`src/hw/rtl/mtt_pkg.sv`:
```
// Package of the timer table: sizes, item codes and controller/datapath structs.
`timescale 1ns / 1ps
`default_nettype none

package mtt_pkg;

  localparam int TIMER_SLOTS  = 16;
  localparam int OWNER_BITS   = 8;
  localparam int OWNER_W      = 8;
  localparam int TIME_BITS    = 64;
  localparam int SLOT_BITS    = $clog2(TIMER_SLOTS);
  localparam int COUNT_BITS   = $clog2(TIMER_SLOTS + 1);
  localparam int NS_PER_US    = 1000;
  localparam int REM_BITS     = $clog2(NS_PER_US);
  localparam int DIV_CHUNK    = 16;
  localparam int DIV_STEPS    = TIME_BITS / DIV_CHUNK;
  localparam int DIV_CNT_BITS = $clog2(DIV_STEPS);

  // Reciprocal of NS_PER_US, scaled by 2^RECIP_SHIFT and rounded up; exact
  // for every partial dividend below NS_PER_US * 2^DIV_CHUNK.
  localparam int                    RECIP_SHIFT = 36;
  localparam int                    RECIP_BITS  = 27;
  localparam logic [RECIP_BITS-1:0] RECIP_MULT  = 27'd68719477;

  localparam logic [1:0] KIND_SET    = 2'd0;
  localparam logic [1:0] KIND_CANCEL = 2'd1;
  localparam logic [1:0] KIND_QUERY  = 2'd2;
  localparam logic [1:0] KIND_TICK   = 2'd3;

  localparam logic [2:0] ST_ARMED  = 3'd0;
  localparam logic [2:0] ST_FIRED  = 3'd1;
  localparam logic [2:0] ST_BLOCK  = 3'd2;
  localparam logic [2:0] ST_FULL   = 3'd3;
  localparam logic [2:0] ST_CANCEL = 3'd4;
  localparam logic [2:0] ST_QUERY  = 3'd5;
  localparam logic [2:0] ST_NONE   = 3'd6;

  typedef struct packed {
    logic       load;
    logic       div_step;
    logic       arm;
    logic       scan_step;
    logic       set_used;
    logic       emit;
    logic [2:0] emit_status;
    logic       emit_pend;
    logic       emit_last;
  } mtt_cmd_t;

  typedef struct packed {
    logic [1:0] kind;
    logic       t_zero;
    logic       t_block;
    logic       full;
    logic       div_last;
    logic       scan_done;
    logic       drop_tick;
    logic       pend_v;
    logic       can_emit;
  } mtt_stat_t;

endpackage

`default_nettype wire

```
`src/hw/rtl/multi_timer_table.sv`:
```
// Top level of the timer table: controller and datapath joined by command and status.
// Zero, block and table-full sets give their item straight from the check state.
// An armed set goes through check, 4 division steps of 16 bits and arm before its result.
// Cancel, query and tick scan every used slot before their result; output stalls hold them.
// Throughput: one item at a time, set by the scan: one slot a cycle unless the output stalls.
// Reset (synchronous, rst_n low) clears time, fill count and handshake; slots are not cleared.
`timescale 1ns / 1ps
`default_nettype none

module multi_timer_table (
  input  wire logic               clk,
  input  wire logic               rst_n,
  input  wire logic               in_valid,
  output logic                    in_ready,
  input  wire logic [1:0]         in_kind,
  input  wire logic [7:0]         in_owner_id,
  input  wire logic signed [63:0] in_timeout_ns,
  output logic                    out_valid,
  input  wire logic               out_ready,
  output logic [2:0]              out_status,
  output logic [7:0]              out_fired_owner,
  output logic                    out_present,
  output logic                    out_last
);

  // The controller decides what happens each cycle; the datapath holds all
  // the table state and reports back only a handful of status flags.
  mtt_pkg::mtt_cmd_t  cmd;
  mtt_pkg::mtt_stat_t stat;

  // Items are taken only in the idle state, but the result register in the
  // datapath lets a new item enter while the previous result still waits.
  mtt_ctrl u_ctrl (
    .clk      (clk),
    .rst_n    (rst_n),
    .in_valid (in_valid),
    .in_kind  (in_kind),
    .in_ready (in_ready),
    .stat     (stat),
    .cmd      (cmd)
  );

  // Entries stay packed in insertion order: a scan reads slot by slot and
  // copies each survivor down to the write pointer. During a tick the latest
  // fired owner is held back in a pending register so that the final one can carry last.
  mtt_datapath u_dp (
    .clk             (clk),
    .rst_n           (rst_n),
    .cmd             (cmd),
    .stat            (stat),
    .in_kind         (in_kind),
    .in_owner_id     (in_owner_id),
    .in_timeout_ns   (in_timeout_ns),
    .out_ready       (out_ready),
    .out_valid       (out_valid),
    .out_status      (out_status),
    .out_fired_owner (out_fired_owner),
    .out_present     (out_present),
    .out_last        (out_last)
  );

endmodule

`default_nettype wire

```
`src/hw/rtl/mtt_datapath.sv`:
```
// Datapath of the timer table: slot store, time, divider, scan and result register.
`timescale 1ns / 1ps
`default_nettype none

module mtt_datapath (
  input  wire logic                         clk,
  input  wire logic                         rst_n,
  input  wire mtt_pkg::mtt_cmd_t            cmd,
  output mtt_pkg::mtt_stat_t                stat,
  input  wire logic [1:0]                   in_kind,
  input  wire logic [7:0]                   in_owner_id,
  input  wire logic signed [63:0]           in_timeout_ns,
  input  wire logic                         out_ready,
  output logic                              out_valid,
  output logic [2:0]                        out_status,
  output logic [7:0]                        out_fired_owner,
  output logic                              out_present,
  output logic                              out_last
);

  localparam int TB = mtt_pkg::TIME_BITS;
  localparam int OB = mtt_pkg::OWNER_BITS;
  localparam int CB = mtt_pkg::COUNT_BITS;
  localparam int SB = mtt_pkg::SLOT_BITS;
  localparam int RB = mtt_pkg::REM_BITS;
  localparam int CW = mtt_pkg::DIV_CHUNK;
  localparam int DW = RB + CW;
  localparam int PW = DW + mtt_pkg::RECIP_BITS;

  logic [1:0]                      kind_r;
  logic [OB-1:0]                   own_r;
  logic                            t_zero_r;
  logic                            t_block_r;
  logic                            neg_r;
  logic [TB-1:0]                   quo_r;
  logic [RB-1:0]                   rem_r;
  logic [mtt_pkg::DIV_CNT_BITS-1:0] div_cnt_r;
  logic [TB-1:0]                   now_r;
  logic [CB-1:0]                   used_r;
  logic [CB-1:0]                   scan_r;
  logic [CB-1:0]                   wr_r;
  logic                            has_r;
  logic                            pend_v_r;
  logic [OB-1:0]                   pend_own_r;
  logic [OB-1:0]                   slot_owner_r [mtt_pkg::TIMER_SLOTS];
  logic [TB-1:0]                   slot_exp_r   [mtt_pkg::TIMER_SLOTS];
  logic                            out_valid_r;
  logic [2:0]                      out_status_r;
  logic [mtt_pkg::OWNER_W-1:0]     out_owner_r;
  logic                            out_present_r;
  logic                            out_last_r;

  logic [TB-1:0] t_u;
  logic [TB-1:0] t_mag;
  logic [DW-1:0] dig;
  logic [PW-1:0] prod;
  logic [CW-1:0] dig_q;
  logic [RB-1:0] rem_nxt;
  logic [TB-1:0] expiry;
  logic [SB-1:0] rd_idx;
  logic [OB-1:0] rd_own;
  logic [TB-1:0] rd_exp;
  logic          match;
  logic          reached;
  logic          drop;
  logic          scan_done;
  logic [OB-1:0] emit_own;

  assign t_u   = in_timeout_ns;
  assign t_mag = t_u[TB-1] ? (~t_u + TB'(1)) : t_u;

  // Long division by the constant, one 16-bit chunk a cycle: the remainder
  // so far above the next chunk is divided by a reciprocal multiply.
  assign dig     = {rem_r, quo_r[TB-1 -: CW]};
  assign prod    = PW'(dig) * PW'(mtt_pkg::RECIP_MULT);
  assign dig_q   = prod[mtt_pkg::RECIP_SHIFT +: CW];
  assign rem_nxt = RB'(dig - DW'(dig_q) * DW'(mtt_pkg::NS_PER_US));

  // Sign of the quotient is applied as invert plus carry in the same add.
  assign expiry = now_r + (quo_r ^ {TB{neg_r}}) + TB'(neg_r);

  assign rd_idx    = scan_r[SB-1:0];
  assign rd_own    = slot_owner_r[rd_idx];
  assign rd_exp    = slot_exp_r[rd_idx];
  assign match     = rd_own == own_r;
  assign reached   = !($signed(now_r) < $signed(rd_exp));
  assign scan_done = scan_r == used_r;
  assign drop      = ((kind_r == mtt_pkg::KIND_CANCEL) && match) ||
                     ((kind_r == mtt_pkg::KIND_TICK) && reached);
  assign emit_own  = cmd.emit_pend ? pend_own_r : own_r;

  always_comb begin
    stat.kind      = kind_r;
    stat.t_zero    = t_zero_r;
    stat.t_block   = t_block_r;
    stat.full      = used_r == CB'(mtt_pkg::TIMER_SLOTS);
    stat.div_last  = div_cnt_r == mtt_pkg::DIV_CNT_BITS'(mtt_pkg::DIV_STEPS - 1);
    stat.scan_done = scan_done;
    stat.drop_tick = (kind_r == mtt_pkg::KIND_TICK) && reached && !scan_done;
    stat.pend_v    = pend_v_r;
    stat.can_emit  = !out_valid_r || out_ready;
  end

  // Item fields and working registers.
  always_ff @(posedge clk) begin
    if (cmd.load) begin
      kind_r    <= in_kind;
      own_r     <= in_owner_id[OB-1:0];
      t_zero_r  <= t_u == '0;
      t_block_r <= &t_u;
      neg_r     <= t_u[TB-1];
      quo_r     <= t_mag;
      rem_r     <= '0;
      div_cnt_r <= '0;
      wr_r      <= '0;
      has_r     <= 1'b0;
    end else if (cmd.div_step) begin
      quo_r     <= {quo_r[TB-CW-1:0], dig_q};
      rem_r     <= rem_nxt;
      div_cnt_r <= div_cnt_r + mtt_pkg::DIV_CNT_BITS'(1);
    end else if (cmd.scan_step) begin
      if (!drop) begin
        wr_r <= wr_r + CB'(1);
      end
      if (match) begin
        has_r <= 1'b1;
      end
    end
    if (cmd.scan_step && drop) begin
      pend_own_r <= rd_own;
    end
  end

  // Control counters: time, fill count, scan pointer and pending fire.
  always_ff @(posedge clk) begin
    if (!rst_n) begin
      now_r    <= '0;
      used_r   <= '0;
      scan_r   <= '0;
      pend_v_r <= 1'b0;
    end else begin
      if (cmd.load) begin
        scan_r   <= '0;
        pend_v_r <= 1'b0;
        if (in_kind == mtt_pkg::KIND_TICK) begin
          now_r <= now_r + TB'(1);
        end
      end else if (cmd.scan_step) begin
        scan_r <= scan_r + CB'(1);
        if (drop && (kind_r == mtt_pkg::KIND_TICK)) begin
          pend_v_r <= 1'b1;
        end
      end
      if (cmd.arm) begin
        used_r <= used_r + CB'(1);
      end else if (cmd.set_used) begin
        used_r <= wr_r;
      end
    end
  end

  // Slot store: append on arm, compacting copy during a scan.
  always_ff @(posedge clk) begin
    if (cmd.arm) begin
      slot_owner_r[used_r[SB-1:0]] <= own_r;
      slot_exp_r[used_r[SB-1:0]]   <= expiry;
    end else if (cmd.scan_step && !drop) begin
      slot_owner_r[wr_r[SB-1:0]] <= rd_own;
      slot_exp_r[wr_r[SB-1:0]]   <= rd_exp;
    end
  end

  always_ff @(posedge clk) begin
    if (!rst_n) begin
      out_valid_r <= 1'b0;
    end else if (cmd.emit) begin
      out_valid_r <= 1'b1;
    end else if (out_ready) begin
      out_valid_r <= 1'b0;
    end
  end

  always_ff @(posedge clk) begin
    if (cmd.emit) begin
      out_status_r  <= cmd.emit_status;
      out_owner_r   <= (cmd.emit_status == mtt_pkg::ST_NONE) ? '0 :
                       mtt_pkg::OWNER_W'(emit_own);
      out_present_r <= (cmd.emit_status == mtt_pkg::ST_QUERY) && has_r;
      out_last_r    <= cmd.emit_last;
    end
  end

  assign out_valid       = out_valid_r;
  assign out_status      = out_status_r;
  assign out_fired_owner = out_owner_r;
  assign out_present     = out_present_r;
  assign out_last        = out_last_r;

endmodule

`default_nettype wire

```
`src/hw/rtl/mtt_ctrl.sv`:
```
// Controller of the timer table: sequences set, scan and result hand-off.
`timescale 1ns / 1ps
`default_nettype none

module mtt_ctrl (
  input  wire logic               clk,
  input  wire logic               rst_n,
  input  wire logic               in_valid,
  input  wire logic [1:0]         in_kind,
  output logic                    in_ready,
  input  wire mtt_pkg::mtt_stat_t stat,
  output mtt_pkg::mtt_cmd_t       cmd
);

  localparam logic [2:0] S_IDLE  = 3'd0;
  localparam logic [2:0] S_CHECK = 3'd1;
  localparam logic [2:0] S_DIV   = 3'd2;
  localparam logic [2:0] S_ARM   = 3'd3;
  localparam logic [2:0] S_SCAN  = 3'd4;

  logic [2:0] state_r;
  logic [2:0] state_nxt;

  assign in_ready = state_r == S_IDLE;

  always_comb begin
    cmd       = '0;
    state_nxt = state_r;
    unique case (state_r)
      S_IDLE: begin
        if (in_valid) begin
          cmd.load  = 1'b1;
          state_nxt = (in_kind == mtt_pkg::KIND_SET) ? S_CHECK : S_SCAN;
        end
      end
      S_CHECK: begin
        if (stat.t_zero || stat.t_block || stat.full) begin
          if (stat.can_emit) begin
            cmd.emit        = 1'b1;
            cmd.emit_last   = 1'b1;
            cmd.emit_status = stat.t_zero  ? mtt_pkg::ST_FIRED :
                              stat.t_block ? mtt_pkg::ST_BLOCK : mtt_pkg::ST_FULL;
            state_nxt       = S_IDLE;
          end
        end else begin
          state_nxt = S_DIV;
        end
      end
      S_DIV: begin
        cmd.div_step = 1'b1;
        if (stat.div_last) begin
          state_nxt = S_ARM;
        end
      end
      S_ARM: begin
        if (stat.can_emit) begin
          cmd.arm         = 1'b1;
          cmd.emit        = 1'b1;
          cmd.emit_last   = 1'b1;
          cmd.emit_status = mtt_pkg::ST_ARMED;
          state_nxt       = S_IDLE;
        end
      end
      S_SCAN: begin
        if (stat.scan_done) begin
          if (stat.can_emit) begin
            cmd.set_used  = 1'b1;
            cmd.emit      = 1'b1;
            cmd.emit_last = 1'b1;
            case (stat.kind)
              mtt_pkg::KIND_CANCEL: cmd.emit_status = mtt_pkg::ST_CANCEL;
              mtt_pkg::KIND_QUERY:  cmd.emit_status = mtt_pkg::ST_QUERY;
              default: begin
                cmd.emit_pend   = 1'b1;
                cmd.emit_status = stat.pend_v ? mtt_pkg::ST_FIRED : mtt_pkg::ST_NONE;
              end
            endcase
            state_nxt = S_IDLE;
          end
        end else if (!(stat.drop_tick && stat.pend_v && !stat.can_emit)) begin
          cmd.scan_step = 1'b1;
          // A new fire pushes the one held before it out, as not the last.
          if (stat.drop_tick && stat.pend_v) begin
            cmd.emit        = 1'b1;
            cmd.emit_pend   = 1'b1;
            cmd.emit_status = mtt_pkg::ST_FIRED;
          end
        end
      end
      default: begin
        state_nxt = S_IDLE;
      end
    endcase
  end

  always_ff @(posedge clk) begin
    if (!rst_n) begin
      state_r <= S_IDLE;
    end else begin
      state_r <= state_nxt;
    end
  end

endmodule

`default_nettype wire

```
`config.mk`:
```
export PLATFORM = sky130hd
export DESIGN_NAME = multi_timer_table
export DESIGN_NICKNAME = d
export VERILOG_FILES = /design/src/hw/rtl/mtt_pkg.sv /design/src/hw/rtl/multi_timer_table.sv /design/src/hw/rtl/mtt_datapath.sv /design/src/hw/rtl/mtt_ctrl.sv
export SDC_FILE = /design/constraint.sdc
export NUM_CORES = 2
export LEC_CHECK = 0
export ABC_AREA = 1
export BUFFER_PORTS_ARGS = -buffer_cell sky130_fd_sc_hd__buf_2
export CORE_ASPECT_RATIO = 1.25
export CORE_MARGIN = 8
export CORE_UTILIZATION = 29
export CTS_CLUSTER_DIAMETER = 40
export DETAILED_ROUTE_END_ITERATION = 8
export HOLD_SLACK_MARGIN = 0.12
export PLACE_DENSITY_LB_ADDON = 0.05
export RECOVER_POWER = 50
export SLEW_MARGIN = 20
export SYNTH_ARGS = -nofsm -noshare
export SYNTH_HDL_FRONTEND = slang
export SYNTH_SLANG_ARGS = --single-unit
```
`constraint.sdc`:
```
create_clock -name clk -period 11.1 [get_ports clk]
set_clock_uncertainty 0.05 [all_clocks]
set_input_delay 1.665 -clock clk [delete_from_list [all_inputs] [get_ports clk]]
set_output_delay 1.665 -clock clk [all_outputs]
set_load 0.02 [all_outputs]
```
==> run_results.csv <==
group,metric,value,unit
timing,hold_violations,0,
finish,final_core_util,34.0,%
clock_network,post_cts_resized,0,
yosys,synth_flop_cell,"edfxtp_1",
routing,drc,0,
placed_design,io_buffers,92,
floorplanning,fp.coreArea,250000,um^2
yosys,ys_ff_latch,1351,
timing,maxSlewViolCount,989,
routing,antenna_left,0,
yosys,syn-instance-count,6752,
clock_network,cts_sinks,1351,
power,pwr-share-comb,54.2,%
global_route,grt_usage,19.1,%
global_route,grt_pass1_wl,383000,um
power,p_switching,12.9,mW
timing,setup_viol,0,
floorplanning,dieArea,267000,um^2
yosys,synth_xor_area_share,2.65,%
timing,maxSlewHeadroom,-161,%
clock_network,holdBufCountCts,0,
yosys,synth_edf_count,1250,
critical_path,path_delay_family,"simple AND/OR/NAND/NOR gates",
placed_design,pre_cts_ws,1.36,ns
yosys,async_reset_ff_share,0,%
global_route,antenna_found_initial,4,
timing,worstMarginPinSlew,3.92,ns
yosys,seq_area_frac_synth,54.4,%
global_route,grt_max_degree,218,
clock_network,path_clk_slew,0.05,ns
power,p_int,16.5,mW
outcome,status,"finished with violations",
finish,drive_gt1_share,8.78,%
clock_network,htreeDepth,4,
floorplanning,rows,205,
yosys,synth-adder-area-share,13.2,%
finish,ff_latch_area,39600,um^2
power,peakVddDrop,1.23,mV
power,p_leak,32.1,nW
clock_network,cts_tree,"built",
timing,fin_hold_ws,0.421,ns
power,p_seq_share,21.3,%
yosys,synth_nets,7467,
run,drv_cap,42,
timing,finalWorstSetupSlack,0.827,ns
floorplanning,die-height,576,um
finish,layout_common_cells,"edfxtp_1, nor2_1, o21ai_0, inv_1, nand2_1",
timing,max_freq,97.3,MHz
routing,vias,51730,
clock_network,clock_latency,0.89,ns
critical_path,critical_path.max_stage_delay,1.34,ns
yosys,synth.area.mux_share,0,%
timing,setup_tns,0,ns
global_route,grt_pass1_vias,53861,
finish,areaGrowthSynthToFinish,16.6,%
finish,multiInputGateArea,28800,um^2
routing,drt_wl_total,264000,um
yosys,ys_types,72,
finish,fillers,25178,
clock_network,cts_max_path_buffers,4,
routing,drt_first_pass_iters,5,
outcome,failed_checks,"capacitance limit, slew limit",
critical_path,required,11.42,ns
placed_design,hpwl,172000,um
routing,wire_per_inst,25.3,um
yosys,synth.avg_cell_area,10.8,um^2
clock_network,postCtsSetupRepairBufs,0,
critical_path,critical_path_class,"reg -> reg",
critical_path,worst_setup_path_start_kind,"flip-flop",
power,clkPwrFrac,24.5,%
power,cellPowerDensity,347,nW/um^2
critical_path,slowest_stage,"clkbuf_4",
floorplanning,ioPinCount,93,
yosys,synthSimpleGateAreaFrac,11.0,%
yosys,synth_top_family_by_area,"adder cells",
yosys,yosysWarnings,0,
yosys,synth_area,72800,um^2
clock_network,clockRootBuffer,"clkbuf_16",
routing,drt_iter0_markers,3008,
floorplanning,start_util,29.2,%
yosys,synth-compound-area-share,12.8,%
floorplanning,die_w,464,um
timing,rsz0062_at_grt,"false",
clock_network,cts_buffers,232,
critical_path,rrSetupSlack,0.83,ns
timing,finalCritPeriodShare,92.6,%
critical_path,arrival,10.59,ns
critical_path,crit_top_cell,"nand2_1",
critical_path,critPathBufInv,5,
hold_path,hp-class,"reg -> reg",
finish,final_common_cell,"edfxtp_1",
timing,post-route-min-period,10.27,ns
finish,finalNetCount,7607,
critical_path,path_cells,"clkinv_16 > buf_4 > o21ai_0 > o221ai_1 > o211ai_1 > nand2_1 > inv_1 > ha_1 > nand2_1 > nor3_1 > nand2_1 > nor4_1 > nand2_2 > a21oi_1 > nor2_1 > nand3_1 > nand3_4 > nand2_1 > nand2_1 > inv_1 > nand2_1 > nor2_4 > clkbuf_4",
placed_design,gp_congestion,0.865,
power,p_sw_share,43.8,%
routing,viasPerCell,4.97,
critical_path,critPathMaxFanout,217,
global_route,gr-total-overflow,0,
critical_path,end_kind,"flip-flop",
## power by group through the flow
stage	logic, mW	clock network [mW]	registers [mW]
2_1_floorplan	12.1	0	6.30
3_3_place_gp	16.5	0	6.36
3_5_place_dp	16.8	0	6.36
4_1_cts	16.4	7.40	6.27
5_1_grt	18.2	7.59	6.29
6_report	15.9	7.23	6.27
## routing by layer
layer  global-route usage (%)  part of all wire, %  vias to the layer above
met5                        0                    0                        -
met4                     4.23                  2.2                        0
met3                     2.02                  3.2                      329
met2                     33.6                   50                     1001
met1                     25.3                   45                    26227
li1                         -                    -                    24173
## area by class of cell
| class | instances | area share [%] |
|---|---|---|
| repair buffers | 194 | 1.85 |
| clock buffers | 256 | 7.00 |
| multi-input cells | 4323 | 33.9 |
| clock inverters | 170 | 2.19 |
| diodes | 4 | 0.0118 |
| well taps | 3312 | 4.88 |
| flip-flops and latches | 1351 | 46.6 |
| inverters | 790 | 3.54 |
## synthesized netlist by cell type, types with 30 or more instances
cell | n | area share [%]
edfxtp_1 | 1250 | 52
nor2_1 | 846 | 4.4
inv_1 | 776 | 4.0
o21ai_0 | 759 | 5.2
nand2_1 | 637 | 3.3
ha_1 | 421 | 7.2
a21oi_1 | 268 | 1.8
clkbuf_1 | 228 | 1.2
fa_1 | 216 | 5.9
o221ai_1 | 215 | 2.6
xor2_1 | 165 | 2.0
nand3_1 | 160 | 1.1
dfxtp_1 | 101 | 2.8
o22ai_1 | 86 | 0.74
o211ai_1 | 82 | 0.85
o21ai_1 | 76 | 0.52
nand4_1 | 58 | 0.50
nor3_1 | 58 | 0.40
xnor2_1 | 55 | 0.66
a31oi_1 | 30 | 0.26
## worst reg2reg max path, cell delays in order, from the launching register on
cell and delay, ns:
dfxtp_4 0.76, clkinv_16 0.57, buf_4 1.05, o21ai_0 0.22, o221ai_1 0.14, o211ai_1 0.14, nand2_1 0.14, inv_1 0.08
ha_1 0.14, nand2_1 0.07, nor3_1 0.53, nand2_1 0.31, nor4_1 0.94, nand2_2 0.19, a21oi_1 0.94, nor2_1 0.31
nand3_1 0.41, nand3_4 0.54, nand2_1 0.22, nand2_1 0.12, inv_1 0.09, nand2_1 0.19, nor2_4 0.15, clkbuf_4 1.34
## kinds of logic (layout without fill, tap and decap cells)
group	Yosys count	count (layout)
other	0	4
adder cells (fa/ha/maj)	637	637
AO/OA/AOI/OAI	1589	1589
XOR/XNOR	220	220
AND/OR/NAND/NOR	1877	1877
buffers and inverters	1078	1410
flip-flops	1351	1351
## registers in the layout, indices dropped and copies added, names as in the netlist, 2 cells and up, named ones only
signal and cells:
u_ctrl.state_r 3, u_dp.div_cnt_r 2, u_dp.kind_r 2, u_dp.now_r 64, u_dp.out_fired_owner 8, u_dp.out_status 3, u_dp.own_r 8, u_dp.pend_own_r 8
u_dp.quo_r 64, u_dp.rem_r 10, u_dp.scan_r 5, u_dp.slot_exp_r 1024, u_dp.slot_owner_r 128, u_dp.used_r 5, u_dp.wr_r 5
## final timing paths
path / startpoint / endpoint / cells after the start
setup / recovery: flip-flop / u_dp.slot_exp_r[10][26] / 23
setup reg to reg: flip-flop / u_dp.slot_exp_r[10][26] / 23
hold / removal: u_dp.has_r / u_dp.has_r / 1
hold reg to reg: u_dp.has_r / u_dp.has_r / 1
## per-stage QoR
stage | cell area [um^2] | power (mW) | std cells
2_1_floorplan | 72800 | 18.4 | 6752
3_3_place_gp | 77400 | 22.9 | 9970
3_5_place_dp | 77400 | 23.2 | 9970
4_1_cts | 85200 | 30.1 | 10396
5_1_grt | 84900 | 32.0 | 10397
6_report | 84900 | 29.4 | 10400
No activity file was read; power rests on OpenSTA's default activity.
